File: config.mk
export PLATFORM = sky130hd
export DESIGN_NAME = downmix_linear_resampler
export DESIGN_NICKNAME = d
export VERILOG_FILES = /design/src/rtl/dmlr_pkg.sv /design/src/rtl/dmlr_front.sv /design/src/rtl/dmlr_queue.sv /design/src/rtl/dmlr_back.sv /design/src/rtl/downmix_linear_resampler.sv
export SDC_FILE = /design/constraint.sdc
export NUM_CORES = 2
export LEC_CHECK = 0
export BUFFER_PORTS_ARGS = -buffer_cell sky130_fd_sc_hd__buf_2
export CAP_MARGIN = 20
export CORE_UTILIZATION = 60
export CTS_BUF_LIST = sky130_fd_sc_hd__clkbuf_16
export DETAILED_ROUTE_END_ITERATION = 7
export GPL_TIMING_DRIVEN = 0
export MAX_ROUTING_LAYER = met4
export PLACE_DENSITY = 0.79
export REMOVE_ABC_BUFFERS = 1
export SLEW_MARGIN = 30
export SYNTH_ARGS = -nofsm -noshare
export SYNTH_HDL_FRONTEND = slang
export SYNTH_SLANG_ARGS = --single-unit
File: constraint.sdc
create_clock -name i_clk -period 9.35 [get_ports i_clk]
set_input_delay 0.935 -clock i_clk [delete_from_list [all_inputs] [get_ports i_clk]]
set_output_delay 0.935 -clock i_clk [all_outputs]
set_load 0.01 [all_outputs]
File: src/rtl/dmlr_pkg.sv
`default_nettype none
// ----------------------------------------------------------------------------
// dmlr_pkg
// Shared types, constants and sample decode for the downmixing resampler.
// ----------------------------------------------------------------------------
package dmlr_pkg;

    localparam int MAX_CHANNELS_DEF = 8;
    localparam int FRAC_BITS_DEF    = 16;
    localparam int CFG_IDX_W        = 2;
    localparam int CFG_DATA_W       = 20;
    localparam int STEP_W           = 20;
    localparam int SAMP_W           = 32;
    localparam int SUM_W            = 36;
    localparam int OUT_W            = 16;

    // register indexes
    localparam logic [CFG_IDX_W-1:0] REG_STEP   = 2'd0;
    localparam logic [CFG_IDX_W-1:0] REG_CHAN   = 2'd1;
    localparam logic [CFG_IDX_W-1:0] REG_FORMAT = 2'd2;

    // actions
    localparam logic [1:0] ACT_SAMPLE = 2'd0;
    localparam logic [1:0] ACT_SILENT = 2'd1;
    localparam logic [1:0] ACT_CLEAR  = 2'd2;
    localparam logic [1:0] ACT_UNUSED = 2'd3;

    // sample formats
    localparam logic [2:0] FMT_F32   = 3'd0;
    localparam logic [2:0] FMT_PCM8  = 3'd1;
    localparam logic [2:0] FMT_PCM16 = 3'd2;
    localparam logic [2:0] FMT_PCM24 = 3'd3;
    localparam logic [2:0] FMT_PCM32 = 3'd4;

    // queue entry from front to back: one mono sample or a clear
    typedef struct packed {
        logic                     clear;
        logic signed [SAMP_W-1:0] mono;
    } t_mono_cmd;

    typedef enum logic [1:0] {
        ST_IDLE,
        ST_MUL,
        ST_SCALE,
        ST_EMIT
    } t_back_state;

    // float32 to Q4.28, truncated toward zero and saturated
    function automatic logic signed [SAMP_W-1:0] decode_float(input logic [31:0] w);
        logic [7:0]  e;
        logic [23:0] mant;
        logic [31:0] mag;
        logic [7:0]  sh;
        logic        neg;
        neg  = w[31];
        e    = w[30:23];
        mant = {1'b1, w[22:0]};
        mag  = '0;
        sh   = '0;
        if (e == 8'd0 || (e == 8'hFF && w[22:0] != '0)) begin
            decode_float = '0;
        end else if (e >= 8'd130) begin
            decode_float = neg ? 32'sh8000_0000 : 32'sh7FFF_FFFF;
        end else begin
            if (e >= 8'd122) begin
                sh  = e - 8'd122;
                mag = {8'd0, mant} << sh[2:0];
            end else begin
                sh  = 8'd122 - e;
                mag = (sh >= 8'd32) ? 32'd0 : ({8'd0, mant} >> sh[4:0]);
            end
            decode_float = neg ? -$signed(mag) : $signed(mag);
        end
    endfunction

    function automatic logic signed [SAMP_W-1:0] decode_word(
        input logic [2:0] fmt, input logic [31:0] w);
        case (fmt)
            FMT_F32:   decode_word = decode_float(w);
            FMT_PCM8:  decode_word = $signed({~w[7], w[6:0], 24'd0}) >>> 3;
            FMT_PCM16: decode_word = $signed({w[15:0], 16'd0}) >>> 3;
            FMT_PCM24: decode_word = $signed({w[23:0], 8'd0}) >>> 3;
            FMT_PCM32: decode_word = $signed(w) >>> 3;
            default:   decode_word = '0;
        endcase
    endfunction

endpackage
`default_nettype wire

File: src/rtl/dmlr_front.sv
`default_nettype none
// ----------------------------------------------------------------------------
// dmlr_front
// Decodes channel words, accumulates a frame and divides it into a mono
// sample with a bit-serial restoring divider; pushes commands to the queue.
// ----------------------------------------------------------------------------
module dmlr_front #(
    parameter int MAX_CHANNELS = dmlr_pkg::MAX_CHANNELS_DEF
) (
    input  wire logic                   i_clk,
    input  wire logic                   i_rst_n,
    input  wire logic                   i_valid,
    output logic                        o_stall,
    input  wire logic [1:0]             i_action,
    input  wire logic [31:0]            i_sample_word,
    input  wire logic [3:0]             i_channel_count,
    input  wire logic [2:0]             i_sample_format,
    output logic                        o_push,
    output dmlr_pkg::t_mono_cmd         o_cmd,
    input  wire logic                   i_full
);
    import dmlr_pkg::*;

    localparam int CH_W  = (MAX_CHANNELS > 1) ? $clog2(MAX_CHANNELS) : 1;
    localparam int CNT_W = $clog2(SUM_W + 1);

    logic                    r_busy, n_busy;
    logic [CNT_W-1:0]        r_cnt,  n_cnt;
    logic [SUM_W-1:0]        r_quo,  n_quo;
    logic [4:0]              r_rem,  n_rem;
    logic                    r_neg,  n_neg;
    logic [4:0]              r_div,  n_div;
    logic signed [SUM_W-1:0] r_sum,  n_sum;
    logic [CH_W-1:0]         r_idx,  n_idx;
    logic                    r_pend, n_pend;
    t_mono_cmd               r_cmd,  n_cmd;

    logic [4:0]              cc;
    logic signed [SUM_W-1:0] dec_ext, acc;
    logic [SUM_W-1:0]        mag;
    logic [5:0]              trial;
    logic                    accept;

    // clamp channel count into 1..MAX_CHANNELS
    always_comb begin
        cc = {1'b0, i_channel_count};
        if (cc == 5'd0) cc = 5'd1;
        if (cc > 5'(MAX_CHANNELS)) cc = 5'(MAX_CHANNELS);
    end

    assign o_stall = r_busy || r_pend;
    assign accept  = i_valid && !o_stall;
    assign o_push  = r_pend && !i_full;
    assign o_cmd   = r_cmd;

    assign dec_ext = SUM_W'(decode_word(i_sample_format, i_sample_word));
    assign acc     = r_sum + dec_ext;
    assign mag     = acc[SUM_W-1] ? SUM_W'(-acc) : SUM_W'(acc);
    assign trial   = {r_rem, r_quo[SUM_W-1]};

    always_comb begin
        n_busy = r_busy; n_cnt = r_cnt; n_quo = r_quo; n_rem = r_rem;
        n_neg = r_neg; n_div = r_div; n_sum = r_sum; n_idx = r_idx;
        n_pend = r_pend; n_cmd = r_cmd;
        if (o_push) n_pend = 1'b0;
        // one quotient bit per cycle
        if (r_busy) begin
            if (trial >= {1'b0, r_div}) begin
                n_rem = 5'(trial - {1'b0, r_div});
                n_quo = {r_quo[SUM_W-2:0], 1'b1};
            end else begin
                n_rem = trial[4:0];
                n_quo = {r_quo[SUM_W-2:0], 1'b0};
            end
            n_cnt = r_cnt - 1'b1;
            if (r_cnt == CNT_W'(1)) begin
                n_busy = 1'b0;
                n_pend = 1'b1;
                n_cmd.clear = 1'b0;
                n_cmd.mono  = r_neg ? -SAMP_W'(n_quo) : SAMP_W'(n_quo);
            end
        end
        if (accept) begin
            case (i_action)
                ACT_CLEAR: begin
                    n_sum = '0; n_idx = '0;
                    n_pend = 1'b1; n_cmd.clear = 1'b1; n_cmd.mono = '0;
                end
                ACT_SILENT: begin
                    n_sum = '0; n_idx = '0;
                    n_pend = 1'b1; n_cmd.clear = 1'b0; n_cmd.mono = '0;
                end
                ACT_SAMPLE: begin
                    if ({1'b0, r_idx} + 5'd1 < cc) begin
                        n_sum = acc;
                        n_idx = r_idx + 1'b1;
                    end else begin
                        n_sum  = '0;
                        n_idx  = '0;
                        n_busy = 1'b1;
                        n_cnt  = CNT_W'(SUM_W);
                        n_quo  = mag;
                        n_rem  = '0;
                        n_neg  = acc[SUM_W-1];
                        n_div  = cc;
                    end
                end
                default: ;
            endcase
        end
    end

    always_ff @(posedge i_clk) begin
        if (!i_rst_n) begin
            r_busy <= 1'b0;
            r_pend <= 1'b0;
            r_sum  <= '0;
            r_idx  <= '0;
        end else begin
            r_busy <= n_busy;
            r_pend <= n_pend;
            r_sum  <= n_sum;
            r_idx  <= n_idx;
        end
        r_cnt <= n_cnt; r_quo <= n_quo; r_rem <= n_rem;
        r_neg <= n_neg; r_div <= n_div; r_cmd <= n_cmd;
    end

endmodule
`default_nettype wire

File: src/rtl/dmlr_queue.sv
`default_nettype none
// ----------------------------------------------------------------------------
// dmlr_queue
// Two-entry queue between front and back.
// ----------------------------------------------------------------------------
module dmlr_queue (
    input  wire logic          i_clk,
    input  wire logic          i_rst_n,
    input  wire logic          i_push,
    input  wire dmlr_pkg::t_mono_cmd i_cmd,
    output logic               o_full,
    input  wire logic          i_pop,
    output logic               o_avail,
    output dmlr_pkg::t_mono_cmd o_cmd
);
    import dmlr_pkg::*;

    t_mono_cmd  r_mem [2];
    logic       r_wp, r_rp;
    logic [1:0] r_cnt;

    assign o_full  = (r_cnt == 2'd2);
    assign o_avail = (r_cnt != 2'd0);
    assign o_cmd   = r_mem[r_rp];

    always_ff @(posedge i_clk) begin
        if (!i_rst_n) begin
            r_wp <= 1'b0; r_rp <= 1'b0; r_cnt <= '0;
        end else begin
            if (i_push) r_wp <= ~r_wp;
            if (i_pop)  r_rp <= ~r_rp;
            r_cnt <= r_cnt + {1'b0, i_push} - {1'b0, i_pop};
        end
        if (i_push) r_mem[r_wp] <= i_cmd;
    end

endmodule
`default_nettype wire

File: src/rtl/dmlr_back.sv
`default_nettype none
// ----------------------------------------------------------------------------
// dmlr_back
// Phase accumulator, linear interpolation, clamp and scale to 16-bit output.
// ----------------------------------------------------------------------------
module dmlr_back #(
    parameter int FRAC_BITS = dmlr_pkg::FRAC_BITS_DEF
) (
    input  wire logic                 i_clk,
    input  wire logic                 i_rst_n,
    input  wire logic                 i_avail,
    input  wire dmlr_pkg::t_mono_cmd  i_cmd,
    output logic                      o_pop,
    input  wire logic [19:0]          i_step_ratio,
    output logic                      o_valid,
    input  wire logic                 i_stall,
    output logic signed [15:0]        o_sample_out,
    output logic                      o_last_of_run
);
    import dmlr_pkg::*;

    localparam int PH_W  = FRAC_BITS + 5;
    localparam int PR_W  = SAMP_W + FRAC_BITS + 2;
    localparam int MAG_W = 28 + FRAC_BITS + 1;
    localparam logic [PH_W-1:0] PH_ONE = PH_W'(1) << FRAC_BITS;

    t_back_state r_st, n_st;
    logic signed [SAMP_W-1:0] r_prev, n_prev, r_cur, n_cur;
    logic                     r_have, n_have;
    logic [PH_W-1:0]          r_phase, n_phase;
    logic [1:0]               r_n, n_n;
    logic signed [PR_W-1:0]   r_pa, n_pa, r_pb, n_pb;
    logic [MAG_W-1:0]         r_mag, n_mag;
    logic                     r_sneg, n_sneg;
    logic                     r_ov, n_ov;
    logic signed [OUT_W-1:0]  r_out, n_out;
    logic                     r_last, n_last;

    logic [PH_W-1:0]          step, ph_adv;
    logic [FRAC_BITS:0]       frac, wprev;
    logic signed [PR_W-1:0]   vsum;
    logic [PR_W-1:0]          vabs;
    logic [MAG_W+15-1:0]      scaled;
    logic [OUT_W-1:0]         o_mag;

    always_comb begin
        step = PH_W'(i_step_ratio);
        if (step < (PH_ONE >> 1)) step = PH_ONE >> 1;
    end

    assign frac   = {1'b0, r_phase[FRAC_BITS-1:0]};
    assign wprev  = (FRAC_BITS+1)'(PH_ONE) - frac;
    assign ph_adv = r_phase + step;
    assign vsum   = r_pa + r_pb;
    assign vabs   = vsum[PR_W-1] ? PR_W'(-vsum) : PR_W'(vsum);
    // mag*32767 >> (28+F) equals q*32767 + (r*32767 >> F) >> 28
    assign scaled = (MAG_W+15)'(r_mag) * (MAG_W+15)'(15'd32767);
    assign o_mag  = OUT_W'(scaled >> (28 + FRAC_BITS));

    // beat is offered once the scaled value sits in r_out
    assign o_valid       = (r_st == ST_EMIT) && r_ov;
    assign o_sample_out  = r_out;
    assign o_last_of_run = r_last;

    always_comb begin
        n_st = r_st; n_prev = r_prev; n_cur = r_cur; n_have = r_have;
        n_phase = r_phase; n_n = r_n; n_pa = r_pa; n_pb = r_pb;
        n_mag = r_mag; n_sneg = r_sneg; n_ov = r_ov; n_out = r_out; n_last = r_last;
        o_pop = 1'b0;
        case (r_st)
            ST_IDLE: begin
                if (i_avail) begin
                    o_pop = 1'b1;
                    if (i_cmd.clear) begin
                        n_prev = '0; n_have = 1'b0; n_phase = '0;
                    end else if (!r_have) begin
                        n_prev = i_cmd.mono; n_have = 1'b1;
                    end else if (r_phase >= PH_ONE) begin
                        n_phase = r_phase - PH_ONE;
                        n_prev  = i_cmd.mono;
                    end else begin
                        n_cur = i_cmd.mono;
                        n_n   = 2'd0;
                        n_st  = ST_MUL;
                    end
                end
            end
            // two products, registered
            ST_MUL: begin
                n_pa = PR_W'(r_prev) * $signed({1'b0, wprev});
                n_pb = PR_W'(r_cur) * $signed({1'b0, frac});
                n_n  = r_n + 2'd1;
                n_phase = ph_adv;
                n_st = ST_SCALE;
            end
            ST_SCALE: begin
                n_sneg = vsum[PR_W-1];
                n_mag  = (vabs > PR_W'(MAG_W'(1) << (28 + FRAC_BITS)))
                         ? (MAG_W'(1) << (28 + FRAC_BITS)) : MAG_W'(vabs);
                n_ov   = 1'b0;
                n_st   = ST_EMIT;
            end
            ST_EMIT: begin
                n_out  = r_sneg ? -$signed(o_mag) : $signed(o_mag);
                n_last = !(r_phase < PH_ONE && r_n < 2'd2);
                if (r_ov) begin
                    if (!i_stall) begin
                        n_ov = 1'b0;
                        if (r_last) begin
                            if (r_phase >= PH_ONE) n_phase = r_phase - PH_ONE;
                            n_prev = r_cur;
                            n_st   = ST_IDLE;
                        end else begin
                            n_st = ST_MUL;
                        end
                    end
                end else begin
                    n_ov = 1'b1;
                end
            end
            default: n_st = ST_IDLE;
        endcase
    end

    always_ff @(posedge i_clk) begin
        if (!i_rst_n) begin
            r_st <= ST_IDLE; r_have <= 1'b0; r_phase <= '0; r_prev <= '0;
            r_ov <= 1'b0;
        end else begin
            r_st <= n_st; r_have <= n_have; r_phase <= n_phase; r_prev <= n_prev;
            r_ov <= n_ov;
        end
        r_cur <= n_cur; r_n <= n_n; r_pa <= n_pa; r_pb <= n_pb;
        r_mag <= n_mag; r_sneg <= n_sneg; r_out <= n_out; r_last <= n_last;
    end

endmodule
`default_nettype wire

File: src/rtl/downmix_linear_resampler.sv
`default_nettype none
// ----------------------------------------------------------------------------
// downmix_linear_resampler
// Downmixes interleaved capture words to mono and resamples them.
// ----------------------------------------------------------------------------
// A channel word that does not close a frame is decoded and accumulated. A word
// that closes a frame runs a bit-serial divider in the front part that stalls
// new words until the quotient is pushed, and the back part then takes each
// result through multiply, clamp, scale and present. A two-entry queue lets the
// front decode the next frame while the back part is still producing results.
module downmix_linear_resampler #(
    parameter int MAX_CHANNELS = dmlr_pkg::MAX_CHANNELS_DEF,
    parameter int FRAC_BITS    = dmlr_pkg::FRAC_BITS_DEF
) (
    input  wire logic                          i_clk,
    input  wire logic                          i_rst_n,
    input  wire logic                          i_cfg_we,
    input  wire logic [dmlr_pkg::CFG_IDX_W-1:0]  i_cfg_idx,
    input  wire logic [dmlr_pkg::CFG_DATA_W-1:0] i_cfg_data,
    input  wire logic                          i_valid,
    output logic                               o_stall,
    input  wire logic [1:0]                    i_action,
    input  wire logic [31:0]                   i_sample_word,
    output logic                               o_valid,
    input  wire logic                          i_stall,
    output logic signed [15:0]                 o_sample_out,
    output logic                               o_last_of_run
);
    import dmlr_pkg::*;

    logic [19:0] r_step;
    logic [3:0]  r_chan;
    logic [2:0]  r_fmt;
    logic        push, full, pop, avail;
    t_mono_cmd   f_cmd, q_cmd;

    // configuration registers
    always_ff @(posedge i_clk) begin
        if (!i_rst_n) begin
            r_step <= 20'd65536;
            r_chan <= 4'd1;
            r_fmt  <= FMT_PCM16;
        end else if (i_cfg_we) begin
            case (i_cfg_idx)
                REG_STEP:   r_step <= i_cfg_data[19:0];
                REG_CHAN:   r_chan <= i_cfg_data[3:0];
                REG_FORMAT: r_fmt  <= i_cfg_data[2:0];
                default: ;
            endcase
        end
    end

    dmlr_front #(.MAX_CHANNELS(MAX_CHANNELS)) u_front (
        .i_clk, .i_rst_n, .i_valid, .o_stall, .i_action, .i_sample_word,
        .i_channel_count(r_chan), .i_sample_format(r_fmt),
        .o_push(push), .o_cmd(f_cmd), .i_full(full)
    );

    dmlr_queue u_queue (
        .i_clk, .i_rst_n, .i_push(push), .i_cmd(f_cmd), .o_full(full),
        .i_pop(pop), .o_avail(avail), .o_cmd(q_cmd)
    );

    dmlr_back #(.FRAC_BITS(FRAC_BITS)) u_back (
        .i_clk, .i_rst_n, .i_avail(avail), .i_cmd(q_cmd), .o_pop(pop),
        .i_step_ratio(r_step), .o_valid, .i_stall, .o_sample_out, .o_last_of_run
    );

endmodule
`default_nettype wire
# Word level (Yosys, flattened, before mapping)
# Memory sizes are Yosys's and may differ from the RTL's. A register that Yosys moved wholly into a read port is not among the register bits.
# Cells that the tools add are included.
# totals
output_inout_bits	19
n_memories	1
mem_bits_rw	66
word_cells	219
input_bits	61
ff_bits	412
# mem_list
name	words	word_bits	rd	rd_clocked_by_memory_dff	wr	line	text
u_queue.r_mem	2	33	1	1	1	dmlr_queue.sv:18	t_mono_cmd r_mem [2];
# op_classes
bitwise_logic	6
shift	2
order_cmp	11
n_eq_ne	23
multipliers	3
add_sub_neg	19
reduce_logical	35
muxes	89
# op_table
cell	n
$mux W32	17
$mux W36	7
$pmux W32 S5	1
$mux W21	7
$mux W33	3
$pmux W36 S2	1
$pmux W33 S2	1
$neg A32 Y32	2
$pmux W32 S2	1
$pmux W21 S3	1
$mul A45 B15 Y60 const B	1
$add A50 B50 Y50	1
$gt A50 B45 Y1 const B	1
$mul A32 B18 Y50	1
$mux W50	1
$neg A50 Y50	1
$mul A32 B17 Y49	1
$add A36 B32 Y36	1
$neg A36 Y36	1
$shl A24 B3 Y32	1
$shr A24 B5 Y32	1
$mux W5	6
$mux W6	4
$reduce_bool A23 Y1	1
other kinds (59)	125

# Depth between registers and ports, before layout
# logic_depth
depth_word	18
ltp_mapped	38
depth_no_buf	31

# Hierarchy
# A second synthesis with hierarchy kept.
# unflattened
hier_cells	8548
hier_area_um2	79595.1
# by_module_without_submodules
mod	instances	seq_area_each_um2	area_per_inst_um2	cells_per_inst
dmlr_back	1	7026.7	62117.1	6569
dmlr_front	1	2572.5	13621.8	1743
dmlr_queue	1	2082.0	2765.2	124
downmix_linear_resampler	1	540.5	1091.0	112

# Worst setup path after synthesis
# OpenSTA, ideal clock, no wires.
# synth_timing
kind	input port to flip-flop
from	input i_sample_word[24]
to	register u_front.r_quo[35]
setup_time_ns	0.074
path_buffers	7
t_arrival_ns	9.101
t_required_ns	9.276
slack_ns	0.175
cell_stages	35
path_cell_list	clkbuf_1 clkbuf_1 buf_1 buf_2 inv_1 ha_1 buf_2 buf_2 buf_2 mux4_2 mux2i_1 o21ai_0 a32oi_1 o22ai_1 nor2_1 nand2_1 o21ai_0 o21ai_0 xnor2_1 a21oi_1 a221o_1 ha_1 and2_1 a221o_1 a31o_2 o211ai_2 a21oi_1 a2111oi_2 nand3b_1 nor4_2 nand4_1 nor4_1 nand3_1 or4_1 o21ai_0
# synth_between
elab_chain_len	18
word_cells_on_any_way	27
classes_between	add/sub: 5; order compare: 3; eq/ne: 1; shift: 2; mux: 13; reduce/logical: 3
# synth_lines
element	line	text
start: declaration	downmix_linear_resampler.sv:23	input wire logic [31:0] i_sample_word,
$sub A7 B8 Y8	dmlr_pkg.sv:69	sh = 8'd122 - e;
$ge A8 B6 Y1 or $shr A24 B5 Y32 (tied branches)	dmlr_pkg.sv:70	mag = (sh >= 8'd32) ? 32'd0 : ({8'd0, mant} >> sh[4:0]);
$mux W32	dmlr_pkg.sv:70	
$mux W32	dmlr_pkg.sv:65	if (e >= 8'd122) begin
$mux W32	dmlr_pkg.sv:62	end else if (e >= 8'd130) begin
$mux W32	dmlr_pkg.sv:60	if (e == 8'd0 || (e == 8'hFF && w[22:0] != '0)) begin
$mux W32	dmlr_pkg.sv:78	case (fmt)
$neg A32 Y32	dmlr_pkg.sv:72	decode_float = neg ? -$signed(mag) : $signed(mag);
[... 3 more ...]	-	
$pmux W32 S5 *	dmlr_pkg.sv:78	
$add A36 B32 Y36 *	dmlr_front.sv:57	assign acc = r_sum + dec_ext;
$neg A36 Y36	dmlr_front.sv:58	assign mag = acc[SUM_W-1] ? SUM_W'(-acc) : SUM_W'(acc);
$mux W36 *	dmlr_front.sv:58	
$mux W36 *	dmlr_front.sv:94	if ({1'b0, r_idx} + 5'd1 < cc) begin
$mux W36 *	dmlr_front.sv:84	case (i_action)
$mux W36 *	dmlr_front.sv:83	if (accept) begin
via u_front.n_quo[35]	dmlr_front.sv:29	logic [SUM_W-1:0] r_quo, n_quo;
end signal: assignment	dmlr_front.sv:125	r_cnt <= n_cnt; r_quo <= n_quo; r_rem <= n_rem;
end: declaration	dmlr_front.sv:29	
# The timed path passes the listed nets; every way through them passes the cells marked *. The select of a mux whose other input is x is not followed.
# A chain may end at the register's enable or synchronous reset.

# Worst setup path after layout
# layout_timing
from	register u_back.r_phase[2]
to	register u_back.r_pa[49] (data pin)
# layout_between
elab_chain_len	2
# layout_lines
element	line	text
start: declaration	dmlr_back.sv:30	logic [PH_W-1:0] r_phase, n_phase;
start signal: assignment	dmlr_back.sv:130	r_st <= n_st; r_have <= n_have; r_phase <= n_phase; r_prev <= n_prev;
$sub A17 B16 Y17	dmlr_back.sv:52	assign wprev = (FRAC_BITS+1)'(PH_ONE) - frac;
$mul A32 B18 Y50	dmlr_back.sv:90	n_pa = PR_W'(r_prev) * $signed({1'b0, wprev});
end signal: assignment	dmlr_back.sv:133	r_cur <= n_cur; r_n <= n_n; r_pa <= n_pa; r_pb <= n_pb;
end: declaration	dmlr_back.sv:32	logic signed [PR_W-1:0] r_pa, n_pa, r_pb, n_pb;
# No other way between the ends.

==> results.json <==
{
  "drtAntennaViolNets": 0,
  "die_area_um2": 135000,
  "holdPathEnd": "u_queue.r_mem[0][26]$_DFFE_PP_",
  "crit_cells": 33,
  "async_flop_share": 0,
  "fmax_mhz": 110,
  "worst_setup_path_start_kind": "flop",
  "drt_iter0_drc": 4769,
  "rows": 133,
  "avgRoutedWirePerCell_um": 20.2,
  "synthCells": 8686,
  "vias": 61200,
  "routed_wl_mm": 208,
  "hpwlAfterDp_mm": 168,
  "grt_pass1_wl_mm": 336,
  "route.detailed.drc": 0,
  "synth.area.top_cells": "fa_1 (34%), edfxtp_1 (10%), inv_1 (7.8%)",
  "rrSetupSlack_ns": 0.28,
  "slew_headroom": 0.291,
  "dp_slack_ns": -0.745,
  "dr.pass1.iters": 6,
  "io_pins": 80,
  "final_common_cell": "inv_1",
  "fill_cells": 10500,
  "cts_root_buffer": "clkbuf_16",
  "maxCapViolCount": 0,
  "htreeDepth": 2,
  "tritoncts": "built",
  "crit_path_start": "u_back.r_phase[2]$_SDFFE_PN0P_",
  "cpMaxStageDelayCell": "fa_1",
  "grt_overflow": 0,
  "hold_viol_final": 0,
  "irDropWorstVdd_uv": 228,
  "yosys_warnings": 0,
  "r2r_cells": 33,
  "netlist.area_leader.share": 0.340,
  "start_util": 0.606,
  "synth-edff-count": 267,
  "slowest_delay_ns": 0.57,
  "fin_ws_ns": 0.281,
  "critPathRequiredTime_ns": 9.73,
  "numCtsBuffers": 52,
  "port-buffer-count": 79,
  "grt_usage": 0.321,
  "timing.rr.end": "u_back.r_pa[49]$_DFFE_PP_",
  "setup_viol": 0,
  "crit_path_end_kind": "flop",
  "worst_pin_slew_ns": 1.06,
  "skew_ns": 0.0300,
  "drive_gt1_frac": 0.0648,
  "cts_sinks": 477,
  "areaGrowthSynthToFinish_pct": 5.87,
  "coreArea_um2": 132000,
  "rsz0062_at_grt": "false",
  "fin_crit_sh": 0.970,
  "grt_pass1_vias": 64100,
  "slew_violations": 0,
  "power_leakage_nw": 38.0,
  "synth_area_um2": 79900,
  "postCtsHoldBufs": 0,
  "cpLargestDelayFamily": "adder cells",
  "cpMostUsedCell": "fa_1",
  "grt_max_degree": 76,
  "arrival_ns": 9.45,
  "period_needed_ns": 9.07,
  "powerDensity_nw_per_um2": 174,
  "insertion_delay_ns": 0.66,
  "critPathBufInv": 7,
  "seq_area_frac_synth": 0.153,
  "fp.dieW_um": 367,
  "reg2reg_from": "u_back.r_phase[2]$_SDFFE_PN0P_",
  "fp.dieH_um": 367,
  "hold_class": "reg -> reg",
  "synth.ff_latch_count": 477,
  "crit_path_max_fanout": 19,
  "cts_buffer_depth": 3,
  "clk_pin_slew_ns": 0.07,
  "status": "complete, no violations",
  "num-nets-final": 10400,
  "crit_type": "reg -> reg",
  "synthFlopType": "edfxtp_1",
  "worstHoldStart": "u_front.o_cmd[26]$_DFF_P_",
  "final_cell_mix": "inv_1 (1664), fa_1 (1356), nand2_1 (980), ha_1 (477), and2_1 (473)",
  "via_per_inst": 5.93,
  "yosysUniqueCellTypes": 123,
  "place.gp.congestion": 0.983,
  "finalPower_mw": 14.7,
  "syn_avg_cell_area_um2": 9.20,
  "antenna_found_initial": 3,
  "final_util": 0.642,
  "min_path_cells": 0,
  "whs_ns": 0.452,
  "yosysTopAreaCell": "fa_1"
}
[logic make-up (layout without fill, tap and decap cells)]
kind of cell	count (synthesis)	after routing	share of synthesized area
compound gates	1320	1320	0.111
xor+xnor	343	344	0.0378
fa+ha+maj	1840	1840	0.416
buf+inv	2062	1942	0.0989
flops	477	477	0.153
mux	196	196	0.0312
other cells	0	3	0
simple gates	2448	2448	0.152
[sequential cells by signal (all words and copies together), names as in the netlist, 5 cells and up, named ones only]
| name | flops |
|---|---|
| u_queue.r_mem | 66 |
| u_back.r_cur | 32 |
| u_back.r_pb | 49 |
| u_front.r_quo | 36 |
| u_back.o_sample_out | 16 |
| u_back.r_mag | 45 |
| u_back.r_pa | 50 |
| r_step | 20 |
| u_front.r_rem | 5 |
| u_back.r_prev | 32 |
| u_front.o_cmd | 33 |
| u_back.r_phase | 21 |
| u_front.r_sum | 36 |
| u_front.r_cnt | 6 |
[power breakdown]
part | total [mW] | internal, mW | leakage, nW | switching (mW)
Sequential | 3.45 | 2.66 | 4.23 | 0.791
Combinational | 9.04 | 3.65 | 32.9 | 5.38
Clock | 2.18 | 1.20 | 0.873 | 0.985
[stage by stage]
stage                     cells  cell area, µm²  TNS (ns)
final                     10300           84600         0
after global routing      10300           84600         0
after CTS                 10300           84200         0
after detailed placement  10200           82300    -17.32
after global placement    10100           80800   -431.41
after floorplan            8287           78200         0
[repair_timing]
action                     CTS  global route
cloned                       0             1
pin swaps                    3            12
setup endpoints to repair   14            46
setup buffers                3            20
hold endpoints to repair     0             0
gates resized for setup     14            27
[worst max path at each step]
stage | endpoint | slack, ns
2_1_floorplan | u_back.r_pa[49]$_DFFE_PP_ | 0.02
3_3_place_gp | u_back.r_prev[12]$_SDFFE_PN0P_ | -5.68
3_5_place_dp | u_back.r_pa[49]$_DFFE_PP_ | -0.74
4_1_cts | u_back.r_pa[49]$_DFFE_PP_ | 0.01
5_1_grt | u_front.r_quo[32]$_DFF_P_ | 0.006
6_report | u_back.r_pa[49]$_DFFE_PP_ | 0.28
[Yosys cell counts (all sizes together), types with 115 or more instances]
master and number:
a21o 134, edfxtp 267, dfxtp 210, xnor2 221, and2 477, ha 484
clkbuf 353, nor3 115, xor2 121, o21ai 215, fa 1356, nand2 983
inv 1662, nor2 367, a21oi 385, mux2i 122
[layer usage]
layer	up-vias	track usage	wire length (µm)
li1	27500	-	-
met3	672	0.0362	13300
met2	2273	0.547	104000
met4	0	0.148	11300
met5	-	-	0
met1	30700	0.383	79500
[layout make-up]
cell class	instances	area [µm²]	share of cell area
multi-input cells	6148	60300	0.713
flip-flops and latches	477	12300	0.145
inverters	1663	6250	0.0739
well taps	1755	2200	0.0260
repair buffers	181	1760	0.0208
clock buffers	53	1330	0.0157
clock inverters	45	484	0.00573
diodes	3	7.51	0.0000888
(Power assumes the default switching activity.)
